$ cat src/dle_pkg.sv
// ----------------------------------------------------------------------------
// dle_pkg
// Types, message codes and register indexes for the lease engine.
// ----------------------------------------------------------------------------
package dle_pkg;

   localparam logic [7:0] OP_BOOTREQUEST = 8'd1;
   localparam logic [7:0] MSG_DISCOVER   = 8'd1;
   localparam logic [7:0] MSG_REQUEST    = 8'd3;

   localparam logic [1:0] KIND_NONE  = 2'd0;
   localparam logic [1:0] KIND_OFFER = 2'd1;
   localparam logic [1:0] KIND_ACK   = 2'd2;
   localparam logic [1:0] KIND_NAK   = 2'd3;

   localparam logic [2:0] REG_POOL_START    = 3'd0;
   localparam logic [2:0] REG_POOL_SIZE     = 3'd1;
   localparam logic [2:0] REG_SUBNET_MASK   = 3'd2;
   localparam logic [2:0] REG_GATEWAY_IP    = 3'd3;
   localparam logic [2:0] REG_SERVER_IP     = 3'd4;
   localparam logic [2:0] REG_LEASE_SECONDS = 3'd5;

   // Classified command handed from front to back.
   localparam logic [1:0] CMD_DROP     = 2'd0;
   localparam logic [1:0] CMD_DISCOVER = 2'd1;
   localparam logic [1:0] CMD_REQUEST  = 2'd2;

   typedef struct packed {
      logic [1:0]  cmd;
      logic [47:0] mac;
      logic [31:0] xid;
      logic [31:0] req_ip;
      logic [31:0] ciaddr;
      logic [31:0] giaddr;
      logic        bcast;
      logic        sid_match;
   } cmd_type;

   typedef struct packed {
      logic [1:0]  kind;
      logic [47:0] mac;
      logic [31:0] xid;
      logic [31:0] yiaddr;
      logic [31:0] ciaddr;
      logic [31:0] giaddr;
      logic        bcast;
      logic [31:0] dest;
      logic [31:0] renew;
      logic [31:0] rebind;
      logic [31:0] lease;
   } rsp_type;

   function automatic logic [31:0] directed_bcast(input logic [31:0] ip);
      logic [31:0] mask;
      if (!ip[31])
         mask = 32'hFF00_0000;
      else if (ip[31:30] == 2'b10)
         mask = 32'hFFFF_0000;
      else if (ip[31:29] == 3'b110)
         mask = 32'hFFFF_FF00;
      else
         mask = 32'h0;
      return ip | ~mask;
   endfunction

endpackage

$ cat src/dle_front.sv
// ----------------------------------------------------------------------------
// dle_front
// Accepts classified message headers and queues them for the back end.
// ----------------------------------------------------------------------------
module dle_front (
   input  logic               clock,
   input  logic               reset,
   input  logic               in_valid,
   output logic               in_ready,
   input  dle_pkg::cmd_type   in_cmd,
   output logic               q_valid,
   input  logic               q_ready,
   output dle_pkg::cmd_type   q_cmd
);
   import dle_pkg::*;

   localparam int DEPTH = 2;

   cmd_type    mem_ff [DEPTH];
   logic       wp_ff, wp_in, rp_ff, rp_in;
   logic [1:0] cnt_ff, cnt_in;
   logic       push, pop;

   assign in_ready = (cnt_ff != 2'(DEPTH));
   assign q_valid  = (cnt_ff != 2'd0);
   assign q_cmd    = mem_ff[rp_ff];
   assign push     = in_valid && in_ready;
   assign pop      = q_valid && q_ready;

   always_comb begin
      wp_in  = push ? ~wp_ff : wp_ff;
      rp_in  = pop ? ~rp_ff : rp_ff;
      cnt_in = cnt_ff + 2'(push) - 2'(pop);
   end

   always_ff @(posedge clock) begin
      if (reset) begin
         wp_ff  <= 1'b0;
         rp_ff  <= 1'b0;
         cnt_ff <= 2'd0;
      end else begin
         wp_ff  <= wp_in;
         rp_ff  <= rp_in;
         cnt_ff <= cnt_in;
      end
      if (push)
         mem_ff[wp_ff] <= in_cmd;
   end
endmodule

$ cat src/dle_back.sv
// ----------------------------------------------------------------------------
// dle_back
// Sequencer that searches the lease table slot by slot and builds replies.
// ----------------------------------------------------------------------------
module dle_back #(
   parameter int LEASE_SLOTS = 16
) (
   input  logic               clock,
   input  logic               reset,
   input  logic               q_valid,
   output logic               q_ready,
   input  dle_pkg::cmd_type   q_cmd,
   input  logic [31:0]        pool_start,
   input  logic [4:0]         pool_size,
   input  logic [31:0]        gateway_ip,
   input  logic [31:0]        lease_seconds,
   output logic               out_valid,
   input  logic               out_ready,
   output dle_pkg::rsp_type   out_rsp
);
   import dle_pkg::*;

   localparam int SW = (LEASE_SLOTS > 1) ? $clog2(LEASE_SLOTS) : 1;
   localparam logic [SW:0] LAST = (SW + 1)'(LEASE_SLOTS - 1);

   localparam logic [3:0] ST_IDLE  = 4'd0;
   localparam logic [3:0] ST_MAC   = 4'd1;  // find_mac scan
   localparam logic [3:0] ST_IP    = 4'd2;  // find_ip / free_slot scan
   localparam logic [3:0] ST_TRY   = 4'd3;  // decide one candidate address
   localparam logic [3:0] ST_DONE  = 4'd4;  // build reply
   localparam logic [3:0] ST_OUT   = 4'd5;

   logic [SW-1:0] idx;

   logic          vld_ff [LEASE_SLOTS];
   logic          lsd_ff [LEASE_SLOTS];
   logic [31:0]   ip_mem [LEASE_SLOTS];
   logic [47:0]   mac_mem [LEASE_SLOTS];

   logic [3:0]    st_ff;
   cmd_type       c_ff;
   logic [SW:0]   i_ff;
   logic          hit_ff;
   logic [SW-1:0] hs_ff;
   logic [31:0]   hip_ff;
   logic          fr_ff;
   logic [SW-1:0] fs_ff;
   logic [31:0]   key_ff;
   logic          req_try_ff;
   logic [5:0]    pi_ff;
   logic [1:0]    kind_ff;
   logic [SW-1:0] s_ff;
   logic          newmac_ff;
   rsp_type       r_ff;
   rsp_type       r_in;
   logic          ov_ff;

   logic [31:0]   cand;
   logic [31:0]   rip;
   assign idx      = i_ff[SW-1:0];
   assign q_ready  = (st_ff == ST_IDLE);
   assign out_valid = ov_ff;
   assign out_rsp  = r_ff;
   assign rip      = ip_mem[s_ff];

   always_comb begin
      r_in      = '0;
      r_in.kind = kind_ff;
      if (kind_ff == KIND_NAK) begin
         r_in.mac    = c_ff.mac;
         r_in.xid    = c_ff.xid;
         r_in.giaddr = c_ff.giaddr;
         r_in.bcast  = c_ff.bcast;
         r_in.dest   = 32'hFFFF_FFFF;
      end else if (kind_ff != KIND_NONE) begin
         r_in.mac    = (kind_ff == KIND_OFFER && newmac_ff) ? c_ff.mac : mac_mem[s_ff];
         r_in.xid    = c_ff.xid;
         r_in.yiaddr = rip;
         r_in.renew  = lease_seconds >> 1;
         r_in.rebind = 32'((35'(lease_seconds) * 35'd7) >> 3);
         r_in.lease  = lease_seconds;
         if (kind_ff == KIND_OFFER) begin
            r_in.giaddr = gateway_ip;
            r_in.dest   = directed_bcast(rip);
         end else begin
            r_in.ciaddr = rip;
            r_in.dest   = (c_ff.giaddr == 32'd0 && c_ff.ciaddr != 32'd0) ?
                          c_ff.ciaddr : directed_bcast(rip);
         end
      end
   end

   always_ff @(posedge clock) begin
      if (reset) begin
         st_ff <= ST_IDLE;
         ov_ff <= 1'b0;
         for (int k = 0; k < LEASE_SLOTS; k++) begin
            vld_ff[k] <= 1'b0;
            lsd_ff[k] <= 1'b0;
         end
      end else begin
         unique case (st_ff)
            ST_IDLE: if (q_valid) begin
               c_ff   <= q_cmd;
               i_ff   <= '0;
               hit_ff <= 1'b0;
               fr_ff  <= 1'b0;
               pi_ff  <= '0;
               newmac_ff <= 1'b0;
               kind_ff <= KIND_NONE;
               unique case (q_cmd.cmd)
                  CMD_DISCOVER: st_ff <= ST_MAC;
                  CMD_REQUEST: begin
                     if (q_cmd.sid_match) st_ff <= ST_MAC;
                     else begin
                        key_ff <= (q_cmd.ciaddr == 32'd0) ? q_cmd.req_ip : q_cmd.ciaddr;
                        st_ff  <= ST_IP;
                     end
                  end
                  default: st_ff <= ST_DONE;
               endcase
            end
            ST_MAC: begin
               if (vld_ff[idx] && mac_mem[idx] == c_ff.mac &&
                   (!hit_ff || ip_mem[idx] < hip_ff)) begin
                  hit_ff <= 1'b1;
                  hs_ff  <= idx;
                  hip_ff <= ip_mem[idx];
               end
               i_ff <= i_ff + 1'b1;
               if (i_ff == LAST) begin
                  st_ff <= ST_TRY;
                  req_try_ff <= (c_ff.req_ip != 32'd0);
               end
            end
            ST_IP: begin
               if (!hit_ff && vld_ff[idx] && ip_mem[idx] == key_ff) begin
                  hit_ff <= 1'b1;
                  hs_ff  <= idx;
               end
               if (!fr_ff && !vld_ff[idx]) begin
                  fr_ff <= 1'b1;
                  fs_ff <= idx;
               end
               i_ff <= i_ff + 1'b1;
               if (i_ff == LAST) st_ff <= ST_TRY;
            end
            ST_TRY: begin
               if (c_ff.cmd == CMD_REQUEST) begin
                  st_ff <= ST_DONE;
                  if (c_ff.sid_match) begin
                     if (hit_ff && hip_ff == c_ff.req_ip) begin
                        kind_ff <= KIND_ACK; s_ff <= hs_ff;
                     end else kind_ff <= KIND_NAK;
                  end else if (hit_ff) begin
                     kind_ff <= KIND_ACK; s_ff <= hs_ff;
                  end else if (c_ff.ciaddr != 32'd0) kind_ff <= KIND_NAK;
               end else if (hit_ff && !newmac_ff) begin
                  // Existing lease found by MAC.
                  kind_ff <= KIND_OFFER; s_ff <= hs_ff;
                  st_ff <= ST_DONE;
               end else if (!newmac_ff) begin
                  // Start allocation: first candidate.
                  newmac_ff <= 1'b1;
                  hit_ff <= 1'b0; fr_ff <= 1'b0; i_ff <= '0;
                  if (req_try_ff) begin
                     key_ff <= c_ff.req_ip; st_ff <= ST_IP;
                  end else if (pi_ff < 6'(pool_size)) begin
                     key_ff <= pool_start; st_ff <= ST_IP;
                  end else st_ff <= ST_DONE;
               end else begin
                  // A candidate address has been scanned.
                  if (hit_ff && !lsd_ff[hs_ff]) begin
                     kind_ff <= KIND_OFFER; s_ff <= hs_ff;
                     st_ff <= ST_DONE;
                  end else if (!hit_ff && fr_ff) begin
                     kind_ff <= KIND_OFFER; s_ff <= fs_ff;
                     vld_ff[fs_ff] <= 1'b1;
                     lsd_ff[fs_ff] <= 1'b0;
                     ip_mem[fs_ff] <= key_ff;
                     st_ff <= ST_DONE;
                  end else begin
                     hit_ff <= 1'b0; fr_ff <= 1'b0; i_ff <= '0;
                     if (req_try_ff) req_try_ff <= 1'b0;
                     else pi_ff <= pi_ff + 6'd1;
                     if ((req_try_ff ? 6'd0 : pi_ff + 6'd1) < 6'(pool_size)) begin
                        key_ff <= cand; st_ff <= ST_IP;
                     end else st_ff <= ST_DONE;
                  end
               end
            end
            ST_DONE: begin
               r_ff <= r_in;
               if (kind_ff == KIND_OFFER && newmac_ff) begin
                  mac_mem[s_ff] <= c_ff.mac;
                  lsd_ff[s_ff]  <= 1'b1;
               end else if (kind_ff == KIND_ACK) begin
                  lsd_ff[s_ff] <= 1'b1;
               end
               ov_ff <= 1'b1;
               st_ff <= ST_OUT;
            end
            ST_OUT: if (out_ready) begin
               ov_ff <= 1'b0;
               st_ff <= ST_IDLE;
            end
            default: st_ff <= ST_IDLE;
         endcase
      end
   end

   // Next pool address after a rejected candidate.
   assign cand = pool_start + (req_try_ff ? 32'd0 : 32'(pi_ff) + 32'd1);

endmodule

$ cat src/dhcp_lease_engine_top.sv
// ----------------------------------------------------------------------------
// dhcp_lease_engine_top
// DHCP server address allocation over a small lease table.
// ----------------------------------------------------------------------------
// Each request transaction carries one DHCP header and yields exactly one
// response transaction (reply_kind 0 when nothing is to be sent). A front
// queue of two entries takes headers while the back end works. The back end
// scans the lease table one slot per clock, and a DISCOVER that allocates
// rescans it for the requested address and for each pool address tried, up
// to pool_size of them. Registers are to be written through the csr_ port
// only while idle; the block itself does not enforce this.
module dhcp_lease_engine_top #(
   parameter int LEASE_SLOTS = 16
) (
   input  logic        clock,
   input  logic        reset,
   input  logic        csr_valid,
   output logic        csr_ready,
   input  logic [2:0]  csr_index,
   input  logic [31:0] csr_data,
   input  logic        req_valid,
   output logic        req_ready,
   input  logic        req_on_served_port,
   input  logic [7:0]  req_opcode,
   input  logic [7:0]  req_msg_type,
   input  logic [47:0] req_client_mac,
   input  logic [31:0] req_trans_id,
   input  logic [31:0] req_requested_ip,
   input  logic [31:0] req_server_id,
   input  logic [31:0] req_client_ip,
   input  logic [31:0] req_relay_ip,
   input  logic        req_bcast_flag,
   output logic        rsp_valid,
   input  logic        rsp_ready,
   output logic [1:0]  rsp_reply_kind,
   output logic [47:0] rsp_reply_mac,
   output logic [31:0] rsp_reply_xid,
   output logic [31:0] rsp_your_ip,
   output logic [31:0] rsp_reply_ciaddr,
   output logic [31:0] rsp_reply_giaddr,
   output logic        rsp_reply_bcast,
   output logic [31:0] rsp_dest_ip,
   output logic [31:0] rsp_renew_time,
   output logic [31:0] rsp_rebind_time,
   output logic [31:0] rsp_lease_time
);
   import dle_pkg::*;

   logic [31:0] pool_start_ff, gateway_ip_ff, server_ip_ff, lease_ff;
   logic [4:0]  pool_size_ff;
   cmd_type     in_cmd, q_cmd;
   rsp_type     rsp;
   logic        q_valid, q_ready;

   assign csr_ready = 1'b1;

   always_ff @(posedge clock) begin
      if (reset) begin
         pool_start_ff  <= '0;
         pool_size_ff   <= '0;
         gateway_ip_ff  <= '0;
         server_ip_ff   <= '0;
         lease_ff       <= '0;
      end else if (csr_valid) begin
         unique case (csr_index)
            REG_POOL_START:    pool_start_ff  <= csr_data;
            REG_POOL_SIZE:     pool_size_ff   <= csr_data[4:0];
            // The subnet mask does not appear in any reply field.
            REG_SUBNET_MASK:   ;
            REG_GATEWAY_IP:    gateway_ip_ff  <= csr_data;
            REG_SERVER_IP:     server_ip_ff   <= csr_data;
            REG_LEASE_SECONDS: lease_ff       <= csr_data;
            default: ;
         endcase
      end
   end

   always_comb begin
      in_cmd.cmd = CMD_DROP;
      if (req_on_served_port && req_opcode == OP_BOOTREQUEST) begin
         if (req_msg_type == MSG_DISCOVER) in_cmd.cmd = CMD_DISCOVER;
         else if (req_msg_type == MSG_REQUEST) in_cmd.cmd = CMD_REQUEST;
      end
      in_cmd.mac       = req_client_mac;
      in_cmd.xid       = req_trans_id;
      in_cmd.req_ip    = req_requested_ip;
      in_cmd.ciaddr    = req_client_ip;
      in_cmd.giaddr    = req_relay_ip;
      in_cmd.bcast     = req_bcast_flag;
      in_cmd.sid_match = (req_server_id == server_ip_ff);
   end

   dle_front u_front (
      .clock, .reset,
      .in_valid(req_valid), .in_ready(req_ready), .in_cmd,
      .q_valid, .q_ready, .q_cmd
   );

   dle_back #(.LEASE_SLOTS(LEASE_SLOTS)) u_back (
      .clock, .reset,
      .q_valid, .q_ready, .q_cmd,
      .pool_start(pool_start_ff), .pool_size(pool_size_ff),
      .gateway_ip(gateway_ip_ff), .lease_seconds(lease_ff),
      .out_valid(rsp_valid), .out_ready(rsp_ready), .out_rsp(rsp)
   );

   assign rsp_reply_kind   = rsp.kind;
   assign rsp_reply_mac    = rsp.mac;
   assign rsp_reply_xid    = rsp.xid;
   assign rsp_your_ip      = rsp.yiaddr;
   assign rsp_reply_ciaddr = rsp.ciaddr;
   assign rsp_reply_giaddr = rsp.giaddr;
   assign rsp_reply_bcast  = rsp.bcast;
   assign rsp_dest_ip      = rsp.dest;
   assign rsp_renew_time   = rsp.renew;
   assign rsp_rebind_time  = rsp.rebind;
   assign rsp_lease_time   = rsp.lease;
endmodule

$ cat config.mk
export PLATFORM = sky130hd
export DESIGN_NAME = dhcp_lease_engine_top
export DESIGN_NICKNAME = d
export VERILOG_FILES = /design/src/dle_pkg.sv /design/src/dle_front.sv /design/src/dle_back.sv /design/src/dhcp_lease_engine_top.sv
export SDC_FILE = /design/constraint.sdc
export NUM_CORES = 2
export LEC_CHECK = 0
export BUFFER_PORTS_ARGS = -buffer_cell sky130_fd_sc_hd__clkbuf_2
export CORE_ASPECT_RATIO = 0.6
export CORE_MARGIN = 4
export CORE_UTILIZATION = 35
export DETAILED_ROUTE_END_ITERATION = 10
export HOLD_SLACK_MARGIN = 0.05
export SLEW_MARGIN = 20
export SYNTH_ARGS = -nofsm -noshare
export SYNTH_HDL_FRONTEND = slang
export SYNTH_SLANG_ARGS = --single-unit
$ cat constraint.sdc
create_clock -name clock -period 55.8 [get_ports clock]
set_clock_uncertainty 0.05 [all_clocks]
set_input_delay 2.79 -clock clock [delete_from_list [all_inputs] [get_ports clock]]
set_output_delay 2.79 -clock clock [all_outputs]
set_load 0.01 [all_outputs]
* Word-level counts from Yosys, hierarchy flattened *
Memory sizes are Yosys's and may differ from the RTL's. A register that Yosys moved wholly into a read port is not among the register bits.
Index checks and enable logic that the tools add are counted.

storage, ports and cells
  flip-flop bits (word level) = 722
  memory bits (writable) = 1672
  bits of input ports = 266
  output and inout bits = 310
  word-level logic and storage cells = 327
  memories = 5

operators by class
  $add $sub $neg = 6
  multipliers = 1
  $lt $le $gt $ge = 3
  equal/unequal tests = 50
  multiplexer cells = 147
  bitwise logic cells = 9
  reduce and logical (&&, ||, !) cells = 64

memory list
  name            depth  width  rd ports  clocked after Yosys merged registers in  write ports  RTL line         source
  u_back.mac_mem  16     48     2         2                                        1            dle_back.sv:38   logic [47:0] mac_mem [LEASE_SLOTS];
  u_back.ip_mem   16     32     2         2                                        1            dle_back.sv:37   logic [31:0] ip_mem [LEASE_SLOTS];
  u_front.mem_ff  2      180    1         1                                        1            dle_front.sv:19  cmd_type mem_ff [DEPTH];
  u_back.lsd_ff   16     1      1         1                                        16           dle_back.sv:36   logic lsd_ff [LEASE_SLOTS];
  u_back.vld_ff   16     1      1         1                                        16           dle_back.sv:35   logic vld_ff [LEASE_SLOTS];

operators with widths
  cell                                                                    count
  32-bit two-way mux                                                      27
  176-bit two-way mux                                                     1
  128-bit two-way mux                                                     1
  4-bit two-way mux                                                       28
  32-bit equality test                                                    3
  80-bit two-way mux                                                      1
  32-bit logical NOT                                                      2
  32-bit NOT                                                              2
  32-bit bitwise OR                                                       2
  32-bit one-hot mux with 2 select lines                                  1
  32-bit nonzero test                                                     2
  48-bit equality test                                                    1
  48-bit two-way mux                                                      1
  6-bit two-way mux                                                       8
  1-bit two-way mux                                                       47
  32-bit by 3-bit multiplier with 35-bit output (second input constant)   1
  32-bit adder                                                            1
  32-bit < comparator                                                     1
  5-bit two-way mux                                                       6
  2-bit two-way mux                                                       13
  4-bit one-hot mux with 5 select lines                                   1
  9-bit AND reduction                                                     2
  8-bit by 1-bit equality test with 1-bit output (second input constant)  2
  2-bit by 1-bit != test with 1-bit output (second input constant)        8
  other kinds (51)                                                        118

* Longest topological paths before layout *
  depth in word-level cells = 13
  gate-level depth with buffers = 20
  mapped depth without buffers = 15

* Hierarchy *
Synthesis repeated with hierarchy kept, for this count alone.

second synthesis, totals
  cells, all modules = 6327
  area total of the unflattened synthesis = 106872.5 um2

by module, submodules not included
  module                 times used  cells an instance  area an instance (um2)
  dle_back               1           5108               88254.6
  dle_front              1           584                13615.6
  dhcp_lease_engine_top  1           635                5002.3

* Worst setup path after synthesis *
No wires, ideal clock.

  kind = input-to-reg
  start = input reset
  end = memory u_back.mac_mem[12][0] (enable)
  library setup time = 513 ps
  data arrival time = 19034 ps
  slack = 36204 ps
  cell stages on the path = 5
  buffers on the path = 1
  path through = clkbuf_1 nor2_1 and3_1 nand3_1 nor3_1

between the ends
  cells in the longest elaborated chain, start to end = 2

RTL lines
  what                                     RTL line                     source
  from (decl)                              dhcp_lease_engine_top.sv:16  input logic reset,
  1-bit two-way mux                        dle_back.sv:94               if (reset) begin
  1-bit two-way mux (not written as such)  dle_back.sv:195              mac_mem[s_ff] <= c_ff.mac;
  to (decl)                                dle_back.sv:38

No other way between the ends.

==> results_dict.tcl <==
set metrics [dict create \
    outcome "finished, final reports clean" \
    met3WireLength_um 42400 \
    htree_num_levels 4 \
    grtUsageTotal_pct 21.1 \
    drtAntennaViolNets 0 \
    worstMarginPinSlew_ns 1.15 \
    grt_pass1_wl_um 474000 \
    cp_data_arrival_time_ns 7.12 \
    grt_pass1_vias 61700 \
    yosysWarnings 0 \
    hold_buffers 0 \
    layout_common_cells "edfxtp_1, mux4_2, clkbuf_2, nand2_1, a21oi_1" \
    max-slew-margin-rel_pct 23.4 \
    cts_setup_buffers 0 \
    hold_class "flip-flop to flip-flop" \
    setup_viol 0 \
    end_kind "flip-flop" \
    cts_resized 0 \
    postSynthCellCount 6306 \
    synth.avg_cell_area_um2 16.8 \
    dr.first_iter.drc_count 9699 \
    cts_tree "yes" \
    place.gp.congestion 0.924 \
    antenna_found_initial 41 \
    cap_viol_max_count 0 \
    post-route-drc-count 0 \
    area_growth_pct 14.3 \
    route.met2.wl_um 144000 \
    grt_overflow 0 \
    drive_gt1_share_pct 28.2 \
    seq_area_frac_synth_pct 65.8 \
    cts_root_buf "clkbuf_16" \
    critical_path_class "flip-flop to flip-flop" \
    yosysUniqueCellTypes 89 \
    dr.pass1.iters 5 \
    cts.sinks 2374 \
    hpwl_um 223000 \
    fp.dieH_um 434 \
    top_layer "met5" \
    wire_per_inst_um 30.6 \
    worstPathMaxFanout 92 \
    final_common_cell "edfxtp_1" \
    slew_viol_final 0 \
    fin_util_pct 40.2 \
    viasPerCell 5.79 \
    via_count 64400 \
    drt_wl_total_um 340000 \
    synthFlopType "edfxtp_1" \
    num_rows 156 \
    p_leak_uw 0.0408 \
    vdd_ir_drop_max_mv 0.0465 \
    clockBufferDepth 4 \
    power_density_nw_per_um2 43.5 \
    clock.fmax_mhz 151 \
    core_um2 301000 \
    rsz0062_at_grt "false" \
    numPortBuffers 573 \
    hold_viol 0 \
    synth_edf_count 2204 \
    cp.required_ns 56.31 \
    finalCritPeriodShare_pct 11.9 \
    clk_pin_slew_ns 0.07 \
    ys_ff_latch 2374 \
    worst_setup_path_start_kind "flip-flop" \
    wl_met1_um 145000 \
    initial_utilization_pct 35.1 \
    clk_latency_ns 0.91 \
    num-nets-final 7261 \
    die_w_um 718 \
    setup-tns-final_ns 0 \
    async_reset_ff_share_pct 0 \
    syn-num-nets 6696 \
    cts_buffers 234 \
    io_pins 576 \
    die-area_um2 311000 \
    netlist_area_um2 106000 \
    finalCriticalPeriod_ns 6.62 \
    grt_max_degree 155 \
]
## area by class of cell
cell class	instances	area (µm²)
well taps	4029	5040
clock inverters	131	1360
inverters	128	484
multi-input cells	3415	34100
repair buffers	718	4030
diodes	21	52.6
fillers	27100	180000
flip-flops and latches	2374	69600
clock buffers	292	6250
## Yosys cell counts (all sizes together), types with 34 or more instances
library cell | count | area, µm²
a211oi | 44 | 330
a21o | 49 | 368
a21oi | 281 | 1410
a22o | 43 | 377
a22oi | 57 | 428
and2 | 111 | 694
buf | 182 | 1150
clkbuf | 206 | 773
dfxtp | 170 | 3400
edfxtp | 2204 | 66200
ha | 91 | 1140
inv | 127 | 479
mux2 | 188 | 2130
mux2i | 276 | 2760
mux4 | 656 | 14800
nand2 | 569 | 2140
nand3 | 34 | 170
nor2 | 230 | 868
nor2b | 60 | 375
nor3 | 41 | 205
nor4 | 57 | 357
o21ai | 101 | 505
xnor2 | 55 | 482
xor2 | 139 | 1220
## sequential cells by signal (all words and copies together), names as in the netlist, 6 cells and up, named ones only
register / flops
u_back.hip_ff: 32
u_back.mac_mem: 768
lease_ff: 32
server_ip_ff: 32
u_front.mem_ff: 360
u_back.pi_ff: 6
u_back.out_rsp: 275
u_back.vld_ff: 16
u_back.c_ff: 180
gateway_ip_ff: 32
pool_start_ff: 32
u_back.key_ff: 32
u_back.lsd_ff: 16
u_back.ip_mem: 512
## stage by stage
step	worst slack, ns	instances	power (µW)	hold slack, ns	instance area, µm²
floorplan	36.20	6306	3170	0.371	106000
global placement	48.86	10700	3660	0.378	113000
detailed placement	49.19	10700	3670	0.389	113000
CTS	49.16	11100	5280	0.404	121000
global route	48.82	11100	5460	0.422	121000
finish	49.18	11100	5260	0.401	121000
## layer usage
metal  up-vias  global-route usage (%)
met1     33500                    31.8
li1      26200                       -
met3       514                    6.05
met5         -                   0.185
met2      4140                    29.9
met4        24                    5.33
## report_power, final
part	total, µW	internal (µW)	switching [µW]
Combinational	1360	501	863
Clock	1610	908	697
Sequential	2290	2160	137
## critical path, stage by stage (launching register included)
cell	delay [ns]
dfxtp_4	0.77
buf_12	0.46
buf_4	0.72
and2_1	0.68
a221oi_1	0.26
nand2_1	0.14
o21ai_0	0.16
ha_1	0.23
a21o_1	0.17
a21o_1	0.18
a21oi_1	0.19
o21ai_0	0.12
a211o_1	0.29
a221oi_1	0.23
nand4_1	0.23
nor4_1	0.25
and4_1	0.42
buf_4	0.41
## final timing paths
kind                startpoint           endpoint  slack [ns]  cells after the start
max                  flip-flop  u_back.hip_ff[13]       49.18                     17
min          u_back.vld_ff[15]  u_back.vld_ff[15]        0.40                      1
max reg2reg          flip-flop  u_back.hip_ff[13]       49.18                     17
min reg2reg  u_back.vld_ff[15]  u_back.vld_ff[15]        0.40                      1
## logic make-up (layout without fill, tap and decap cells)
kind of cell | after synthesis | in the layout | share of synthesized area, %
buffers and inverters | 517 | 1269 | 2.28
other | 2 | 23 | 0.00710
muxes | 1120 | 1120 | 18.6
xor gates and xnor gates | 194 | 194 | 1.61
DFF | 2374 | 2374 | 65.8
adders and majority gates | 124 | 124 | 1.70
and+or+nand+nor | 1202 | 1202 | 5.19
AOI/OAI and AO/OA | 773 | 773 | 4.83
Note: power is estimated with default switching activity, not from simulation.
